## src/rtl/core/ssd_pkg.sv

```systemverilog
// Shared types, symbol codes and the segment decode table for the display driver.
package ssd_pkg;

   // Command codes carried by one request transaction.
   typedef enum logic [1:0] {
      CMD_SET_DIGIT   = 2'd0,
      CMD_SHOW_NUMBER = 2'd1,
      CMD_SCAN_TICK   = 2'd2
   } cmd_type;

   // Symbol codes held in the digit buffer.
   localparam logic [4:0] CODE_MINUS = 5'd16;
   localparam logic [4:0] CODE_BLANK = 5'd18;

   // Multiplier for divide-by-ten: q = (x * RECIP10) >> RECIP_SHIFT, exact for x < 81920.
   localparam logic [15:0] RECIP10     = 16'hCCCD;
   localparam int          RECIP_SHIFT = 19;

   // Commands from the controller to the datapath.
   typedef struct packed {
      logic write_set;     // store one symbol code at one position
      logic load_number;   // blank the buffer and capture sign and magnitude
      logic convert_step;  // write one decimal digit and divide by ten
      logic write_sign;    // place the minus sign above the top digit when negative
      logic emit_blank;    // drive the blanking result
      logic emit_pattern;  // drive the pattern result and advance the scan
   } dp_cmd_type;

   // Status from the datapath to the controller.
   typedef struct packed {
      logic quot_zero;     // the current division step leaves nothing above it
   } dp_status_type;

   // Segment pattern for one symbol code; a-g in bits 0-6, point in bit 7.
   function automatic logic [7:0] seg_pattern(input logic [4:0] code);
      logic [7:0] pat;
      unique case (code)
         5'd0:    pat = 8'h3F;
         5'd1:    pat = 8'h06;
         5'd2:    pat = 8'h5B;
         5'd3:    pat = 8'h4F;
         5'd4:    pat = 8'h66;
         5'd5:    pat = 8'h6D;
         5'd6:    pat = 8'h7D;
         5'd7:    pat = 8'h07;
         5'd8:    pat = 8'h7F;
         5'd9:    pat = 8'h6F;
         5'd10:   pat = 8'h77;
         5'd11:   pat = 8'h7C;
         5'd12:   pat = 8'h39;
         5'd13:   pat = 8'h5E;
         5'd14:   pat = 8'h79;
         5'd15:   pat = 8'h71;
         5'd16:   pat = 8'h40;
         5'd17:   pat = 8'h80;
         default: pat = 8'h00;
      endcase
      return pat;
   endfunction

endpackage

```

## src/rtl/core/ssd_ctrl.sv

```systemverilog
// Controller state machine that sequences set, conversion and scan transactions.
module ssd_ctrl (
   input  logic                  clock,
   input  logic                  reset,
   input  logic                  start,
   input  logic [1:0]            req_command,
   input  ssd_pkg::dp_status_type status,
   output ssd_pkg::dp_cmd_type    cmd,
   output logic                  busy
);
   import ssd_pkg::*;

   typedef enum logic [1:0] {
      ST_IDLE,
      ST_CONVERT,
      ST_SIGN,
      ST_SCAN
   } state_type;

   state_type state_ff, state_in;
   logic      busy_ff, busy_in;

   // Next state and datapath commands.
   always_comb begin
      state_in = state_ff;
      cmd      = '0;
      unique case (state_ff)
         ST_IDLE: begin
            if (start) begin
               unique case (cmd_type'(req_command))
                  CMD_SET_DIGIT: begin
                     cmd.write_set = 1'b1;
                  end
                  CMD_SHOW_NUMBER: begin
                     cmd.load_number = 1'b1;
                     state_in        = ST_CONVERT;
                  end
                  CMD_SCAN_TICK: begin
                     cmd.emit_blank = 1'b1;
                     state_in       = ST_SCAN;
                  end
                  default: begin
                     state_in = ST_IDLE;
                  end
               endcase
            end
         end
         ST_CONVERT: begin
            cmd.convert_step = 1'b1;
            if (status.quot_zero) begin
               state_in = ST_SIGN;
            end
         end
         ST_SIGN: begin
            cmd.write_sign = 1'b1;
            state_in       = ST_IDLE;
         end
         ST_SCAN: begin
            cmd.emit_pattern = 1'b1;
            state_in         = ST_IDLE;
         end
         default: begin
            state_in = ST_IDLE;
         end
      endcase
      busy_in = (state_in != ST_IDLE);
   end

   // State and registered busy flag.
   always_ff @(posedge clock) begin
      if (reset) begin
         state_ff <= ST_IDLE;
         busy_ff  <= 1'b0;
      end else begin
         state_ff <= state_in;
         busy_ff  <= busy_in;
      end
   end

   assign busy = busy_ff;

endmodule

```

## src/rtl/core/ssd_datapath.sv

```systemverilog
// Datapath: digit buffer, divide-by-ten converter, scan counter and result registers.
module ssd_datapath #(
   parameter int NUM_DIGITS = 8
) (
   input  logic                   clock,
   input  logic                   reset,
   input  ssd_pkg::dp_cmd_type     cmd,
   output ssd_pkg::dp_status_type  status,
   input  logic [2:0]             req_digit_position,
   input  logic [7:0]             req_symbol_code,
   input  logic signed [15:0]     req_number,
   output logic                   rsp_strobe,
   output logic [2:0]             rsp_digit_select,
   output logic [7:0]             rsp_segments,
   output logic                   rsp_last_of_run
);
   import ssd_pkg::*;

   localparam int          POS_W   = $clog2(NUM_DIGITS);
   localparam logic [3:0]  NUM_LIM = 4'(NUM_DIGITS);
   localparam logic [POS_W-1:0] POS_LAST = POS_W'(NUM_DIGITS - 1);

   logic [4:0]       buf_ff [NUM_DIGITS];
   logic [4:0]       buf_in [NUM_DIGITS];
   logic [POS_W-1:0] scan_ff, scan_in;
   logic [16:0]      mag_ff, mag_in;
   logic             neg_ff, neg_in;
   logic [2:0]       conv_pos_ff, conv_pos_in;
   logic             strobe_ff, strobe_in;
   logic [2:0]       sel_ff, sel_in;
   logic [7:0]       seg_ff, seg_in;
   logic             last_ff, last_in;

   logic [32:0]      prod;
   logic [16:0]      quot;
   logic [16:0]      quot10;
   logic [16:0]      rem_full;
   logic             set_in_range;
   logic             conv_in_range;
   logic [4:0]       set_code;

   // One divide-by-ten step on the magnitude.
   assign prod     = 33'(mag_ff) * 33'(RECIP10);
   assign quot     = {3'b000, prod[32:RECIP_SHIFT]};
   assign quot10   = (quot << 3) + (quot << 1);
   assign rem_full = mag_ff - quot10;
   assign status.quot_zero = (quot == 17'd0);

   // Range checks and code clamp for buffer writes.
   assign set_in_range  = ({1'b0, req_digit_position} < NUM_LIM);
   assign conv_in_range = ({1'b0, conv_pos_ff} < NUM_LIM);
   assign set_code      = (req_symbol_code > 8'(CODE_BLANK)) ? CODE_BLANK
                                                             : req_symbol_code[4:0];

   // Next values of the buffer and the conversion registers.
   always_comb begin
      buf_in      = buf_ff;
      mag_in      = mag_ff;
      neg_in      = neg_ff;
      conv_pos_in = conv_pos_ff;
      if (cmd.write_set && set_in_range) begin
         buf_in[req_digit_position[POS_W-1:0]] = set_code;
      end
      if (cmd.load_number) begin
         for (int i = 0; i < NUM_DIGITS; i++) begin
            buf_in[i] = CODE_BLANK;
         end
         neg_in      = req_number[15];
         mag_in      = req_number[15] ? 17'(-{req_number[15], req_number})
                                      : {1'b0, req_number};
         conv_pos_in = 3'd0;
      end
      if (cmd.convert_step) begin
         if (conv_in_range) begin
            buf_in[conv_pos_ff[POS_W-1:0]] = {1'b0, rem_full[3:0]};
         end
         mag_in      = quot;
         conv_pos_in = conv_pos_ff + 3'd1;
      end
      if (cmd.write_sign && neg_ff && conv_in_range) begin
         buf_in[conv_pos_ff[POS_W-1:0]] = CODE_MINUS;
      end
   end

   // Next values of the scan counter and the result registers.
   always_comb begin
      scan_in   = scan_ff;
      strobe_in = 1'b0;
      sel_in    = sel_ff;
      seg_in    = seg_ff;
      last_in   = 1'b0;
      if (cmd.emit_blank) begin
         strobe_in = 1'b1;
         sel_in    = 3'(scan_ff);
         seg_in    = 8'h00;
      end
      if (cmd.emit_pattern) begin
         strobe_in = 1'b1;
         sel_in    = 3'(scan_ff);
         seg_in    = seg_pattern(buf_ff[scan_ff]);
         last_in   = 1'b1;
         scan_in   = (scan_ff == POS_LAST) ? '0 : scan_ff + 1'b1;
      end
   end

   // Control state, including the buffer, which resets to blank.
   always_ff @(posedge clock) begin
      if (reset) begin
         for (int i = 0; i < NUM_DIGITS; i++) begin
            buf_ff[i] <= CODE_BLANK;
         end
         scan_ff   <= '0;
         strobe_ff <= 1'b0;
         last_ff   <= 1'b0;
      end else begin
         buf_ff    <= buf_in;
         scan_ff   <= scan_in;
         strobe_ff <= strobe_in;
         last_ff   <= last_in;
      end
   end

   // Payload registers.
   always_ff @(posedge clock) begin
      mag_ff      <= mag_in;
      neg_ff      <= neg_in;
      conv_pos_ff <= conv_pos_in;
      sel_ff      <= sel_in;
      seg_ff      <= seg_in;
   end

   assign rsp_strobe       = strobe_ff;
   assign rsp_digit_select = sel_ff;
   assign rsp_segments     = seg_ff;
   assign rsp_last_of_run  = last_ff;

endmodule

```

## src/rtl/core/seven_segment_mux_display_top.sv

```systemverilog
// Top level of the multiplexed eight-digit seven-segment display driver.
//
//   Channel   Ports                       Transaction taken when
//   request   start, busy, req_*          start high and busy low at a clock edge
//   result    rsp_strobe, rsp_*           rsp_strobe high at a clock edge (no stall)
//
// A set_digit transaction leaves busy low.
// A scan_tick yields two results: the blanking result appears the cycle after
// acceptance and the pattern result, with rsp_last_of_run high, the cycle after that.
// A show_number blanks the buffer, then the divide-by-ten unit yields d decimal digits
// (1 to 5) at one digit per cycle, and a last step places the minus sign if negative.
// Reset is synchronous and blanks the whole buffer and zeroes the scan position.
module seven_segment_mux_display_top #(
   parameter int NUM_DIGITS = 8
) (
   input  logic               clock,
   input  logic               reset,
   input  logic               start,
   output logic               busy,
   input  logic [1:0]         req_command,
   input  logic [2:0]         req_digit_position,
   input  logic [7:0]         req_symbol_code,
   input  logic signed [15:0] req_number,
   output logic               rsp_strobe,
   output logic [2:0]         rsp_digit_select,
   output logic [7:0]         rsp_segments,
   output logic               rsp_last_of_run
);
   import ssd_pkg::*;

   dp_cmd_type    cmd;
   dp_status_type status;

   // Sequencing.
   ssd_ctrl u_ctrl (
      .clock       (clock),
      .reset       (reset),
      .start       (start),
      .req_command (req_command),
      .status      (status),
      .cmd         (cmd),
      .busy        (busy)
   );

   // Storage, conversion and result registers.
   ssd_datapath #(
      .NUM_DIGITS (NUM_DIGITS)
   ) u_datapath (
      .clock              (clock),
      .reset              (reset),
      .cmd                (cmd),
      .status             (status),
      .req_digit_position (req_digit_position),
      .req_symbol_code    (req_symbol_code),
      .req_number         (req_number),
      .rsp_strobe         (rsp_strobe),
      .rsp_digit_select   (rsp_digit_select),
      .rsp_segments       (rsp_segments),
      .rsp_last_of_run    (rsp_last_of_run)
   );

   // A scan transaction produces its blanking result in the next cycle.
   a_scan_blank: assert property (@(posedge clock) disable iff (reset)
      (start && !busy && req_command == CMD_SCAN_TICK) |=>
         (rsp_strobe && !rsp_last_of_run && rsp_segments == 8'h00))
      else $error("scan transaction did not produce a blanking result");

   // A pattern result follows the blanking result for the same position.
   a_pattern_pair: assert property (@(posedge clock) disable iff (reset)
      (rsp_strobe && rsp_last_of_run) |->
         ($past(rsp_strobe) && !$past(rsp_last_of_run)
          && $past(rsp_digit_select) == rsp_digit_select))
      else $error("pattern result without a matching blanking result");

   // The scan never drives a position outside the display.
   a_select_range: assert property (@(posedge clock) disable iff (reset)
      rsp_strobe |-> ({1'b0, rsp_digit_select} < 4'(NUM_DIGITS)))
      else $error("digit select outside the display");

endmodule
```

## config.mk

```make
export PLATFORM = sky130hd
export DESIGN_NAME = seven_segment_mux_display_top
export DESIGN_NICKNAME = d
export VERILOG_FILES = /design/src/rtl/core/ssd_pkg.sv /design/src/rtl/core/ssd_ctrl.sv /design/src/rtl/core/ssd_datapath.sv /design/src/rtl/core/seven_segment_mux_display_top.sv
export SDC_FILE = /design/constraint.sdc
export NUM_CORES = 1
export LEC_CHECK = 0
export BUFFER_PORTS_ARGS = -buffer_cell sky130_fd_sc_hd__buf_4
export CORE_MARGIN = 5
export CORE_UTILIZATION = 30
export CTS_CLUSTER_DIAMETER = 150
export DETAILED_ROUTE_END_ITERATION = 12
export GPL_TIMING_DRIVEN = 1
export PLACE_DENSITY_LB_ADDON = 0.12
export SLEW_MARGIN = 20
export SYNTH_ARGS = -nofsm -noshare
export SYNTH_HDL_FRONTEND = slang
export SYNTH_SLANG_ARGS = --single-unit
```

## constraint.sdc

```tcl
create_clock -name clock -period 6.7 [get_ports clock]
set_input_delay 0.67 -clock clock [delete_from_list [all_inputs] [get_ports clock]]
set_output_delay 0.67 -clock clock [all_outputs]
set_load 0.1 [all_outputs]
```

==> summary.md <==
| Metric | Value |
|---|---|
| Count of inserted antenna diode cells | 0 |
| Count of flip-flops with a built-in enable after synthesis | 29 |
| Number of standard cells in the layout, taps in and fillers out | 1621 |
| Post-layout min period | 6.41 ns |
| Detailed-route wire length | 30800 um |
| Setup violators final | 0 |
| Most frequent cell on the critical path | fa_1 |
| Area of the placeable core | 33400 um2 |
| Largest buffer count on any clock path | 2 |
| Slew at the pin closest to its max-slew limit | about 1.1 ns |
| Setup skew after layout | between 0.01 and 0.015 ns |
| Antenna violations before repair | 0 |
| Vertical die dimension | 193 um |
| Average cell area after synthesis | between 9 and 10 um2 |
| Clock latency of the later-clocked register in the worst-skew pair | 0.35 ns |
| Count of input and output buffers | 45 |
| Synthesized flop and latch total | 80 |
| Maximum number of pins on one net before global-route repair | 23 |
| Largest driver fanout on the critical path | 9 |
| Clock-pin transition on the worst setup and hold timing paths | 0.07 ns |
| Crit path launch type | register |
| Number of different library cells in the post-synthesis netlist | 74 |
| R2r worst-path depth | 17 |
| Clock root buffer | clkbuf_16 |
| DR vias | 7932 |
| Final cell utilization of the core | 34.0% |
| Worst hold slack | 0.559 ns |
| Number of buffers and inverters on the critical path | 3 |
| First-pass GRT wire length | a little under 50000 um |
| Endpoint class of the critical path | register |
| Num rows | 67 |
| Synthesized instance count | 1116 |
| Final period utilization | 95.7% |
| Number of pins exceeding their max-slew limit in the final report | 0 |
| Fraction of layout instances using a drive strength above 1 | 12.1% |
| Number of design rule violations left after detail routing | 0 |
| First drt pass iteration count | 5 |
| Initial cell density of the core | between 30% and 40% |
| Filler cell count | 3602 |
| Cell family contributing the most delay on the critical path | adder cells |
| Critical Path RT | 6.80 ns |
| Total nets after synthesis | around 1400 |
| Total global-route track usage | 16.5% |
| DP HPWL | ~26000 um |
| Ports placed on the boundary | 46 |
| Combined area of all synthesized cells | 10100 um2 |
| Stages on worst setup path | 17 |
| Synth async-reset ratio | 0% |
| Inserted Clock Buffers | 9 |
| Min-Delay Path Depth | 2 |
| Cell Count Post-Placement | 1600 |
| Highest clock rate | 156 MHz |
| Portion of the post-synthesis area used by sequential elements | a little under a fifth |
| Final weighted congestion of routability-driven global placement | 0.832 |
| Critical Path, Cell by Cell | buf_4 -> ha_1 -> inv_1 -> fa_1 -> fa_1 -> fa_1 -> fa_1 -> inv_1 -> ha_1 -> ha_1 -> a21o_1 -> a2111oi_0 -> o41ai_1 -> nor3_1 -> a21o_1 -> or4_1 -> o21ai_0 |
| Number of vias per cell after detailed routing | 4.89 |
| Critical Path AT | ~6.5 ns |
| Total number of nets in the final design | 1440 |
| Stage delay of the slowest cell on the critical path | 0.72 ns |
| Vias in the first global route | ~8200 |
| DRC violation total after the first TritonRoute iteration | 461 |
| # Max-Cap Violations | 0 |
| Total global routing overflow | 0 |
| Worst Setup Path Type | reg2reg |
| Status | completed |
| Area growth from synthesis to layout | 12.5% |
| Flip-flop cell with the highest count after synthesis | dfxtp_1 |
| Die Area | 37400 um2 |
| Number of failing hold endpoints at the final stage | 0 |
| H-tree level count | 3 |
| Clock tree from TritonCTS | yes |
| Class of the tightest hold or removal check | reg2reg |
| Normalized max-slew margin | 28.4% |
| Critical Path Slowest Stage Cell | o41ai_1 |
| Yosys warning count | 0 |
| Antenna Nets Post-Route | 0 |
| Number of sinks handled by clock tree synthesis | 80 |
| Horizontal extent of the die | 193 um |
| Wire length per cell | 19.0 um |
## synthesized netlist by cell type (7+ instances only)
| cell type | instances | area share, % |
|---|---|---|
| nand3_1 | 32 | 1.6 |
| o2111ai_1 | 9 | 0.78 |
| mux2i_1 | 10 | 0.99 |
| o31ai_1 | 7 | 0.52 |
| nor2b_1 | 24 | 1.5 |
| o211ai_1 | 10 | 0.74 |
| a21o_1 | 7 | 0.52 |
| xor2_1 | 8 | 0.69 |
| mux2_2 | 17 | 1.9 |
| xnor2_1 | 23 | 2.0 |
| mux4_2 | 10 | 2.2 |
| nor2_1 | 68 | 2.5 |
| or4_1 | 13 | 0.97 |
| o21ai_0 | 47 | 2.3 |
| edfxtp_1 | 29 | 8.6 |
| clkbuf_1 | 22 | 0.82 |
| a22oi_1 | 17 | 1.3 |
| a211oi_1 | 11 | 0.82 |
| ha_1 | 153 | 19 |
| nand2b_1 | 7 | 0.43 |
| a21oi_1 | 51 | 2.5 |
| inv_1 | 186 | 6.9 |
| and2_1 | 8 | 0.50 |
| nor3_1 | 21 | 1.0 |
| fa_1 | 87 | 17 |
| dfxtp_1 | 51 | 10 |
| nand2_1 | 85 | 3.2 |
## stage by stage
step	worst slack, ns	instance area [um2]	TNS, ns
2_1_floorplan	0.609	10100	0
3_3_place_gp	0.255	11000	0
3_5_place_dp	0.143	11000	0
4_1_cts	0.107	11300	0
5_1_grt	-0.00251	11300	-0.00251
6_report	0.288	11300	0
## final cells by class
class | instances | area (um2) | area share [%]
clock buffers | 9 | 225 | 1.98
clock inverters | 7 | 52.6 | 0.463
inverters | 188 | 706 | 6.22
multi-input cells | 812 | 7330 | 64.6
flip-flops and latches | 80 | 1890 | 16.7
well taps | 448 | 561 | 4.94
repair buffers | 77 | 578 | 5.09
## flip-flops by register name, summed over array words and instances, names as in the netlist
name                         cells
u_datapath.buf_ff               40
u_datapath.neg_ff                1
u_datapath.rsp_strobe            1
u_datapath.rsp_last_of_run       1
u_ctrl.busy                      1
u_datapath.rsp_segments          8
u_datapath.mag_ff               17
u_ctrl.state_ff                  2
u_datapath.conv_pos_ff           3
u_datapath.scan_ff               3
u_datapath.rsp_digit_select      3
## cell families after synthesis
kind of cell	synth area share (%)
XOR/XNOR	2.85
buffers and inverters	8.71
multiplexers	5.12
adder cells (fa/ha/maj)	36.2
AO/OA/AOI/OAI	13.5
AND/OR/NAND/NOR	14.8
flip-flops	18.8
## worst min-delay path, delay by kind of cell, from the launching register on
kind / cells / cell delay [ns]
AND/OR/NAND/NOR: 1 / 0.08
AO/OA/AOI/OAI: 1 / 0.05
flip-flops: 1 / 0.38
## metal layers
layer / share of wire [%] / wire length [um] / GRT usage [%]
met1: 51 / 15800 / 24.6
met4: 0.92 / 283 / 2.73
met5: 0 / 0 / 0
met2: 45 / 14000 / 26.6
met3: 2.3 / 715 / 1.46
## cells in the final DEF (no fill, tap or decap), types with 5 or more instances in the layout
cell,count
o2111ai_1,9
inv_1,186
nor3_1,21
buf_4,77
o31ai_1,7
nor2b_1,24
mux2_2,17
nand3_1,32
nor2_1,68
clkbuf_16,9
nand4_1,6
mux2i_1,10
o21ai_0,47
or4_1,13
ha_1,153
dfxtp_1,51
fa_1,87
nand3b_1,5
nand2b_1,7
edfxtp_1,29
and3_1,5
o211ai_1,10
xnor2_1,23
a211oi_1,11
mux4_2,10
nand2_1,85
and2_1,8
a21oi_1,50
or3_1,6
a22oi_1,17
xor2_1,8
a21o_1,7
a22o_1,5
## what timing repair did
item,in CTS,in global routing
gates resized for setup,0,3
hold buffers,0,0
setup endpoints to repair,0,8
buffers inserted,0,5
## final timing paths
check | from | endpoint | slack, ns
worst max register to register | u_datapath.mag_ff[11]$_DFFE_PP_ | u_datapath.mag_ff[10]$_DFFE_PP_ | 0.29
worst min-delay path | u_datapath.mag_ff[14]$_SDFFE_PP0P_ | u_datapath.mag_ff[14]$_SDFFE_PP0P_ | 0.56
worst min register to register | u_datapath.mag_ff[14]$_SDFFE_PP0P_ | u_datapath.mag_ff[14]$_SDFFE_PP0P_ | 0.56
worst max-delay path | u_datapath.mag_ff[11]$_DFFE_PP_ | u_datapath.mag_ff[10]$_DFFE_PP_ | 0.29
Power is left out: the tool's default activity adds up to more than one toggle a clock period on the data nets, which glitch-free logic cannot reach.
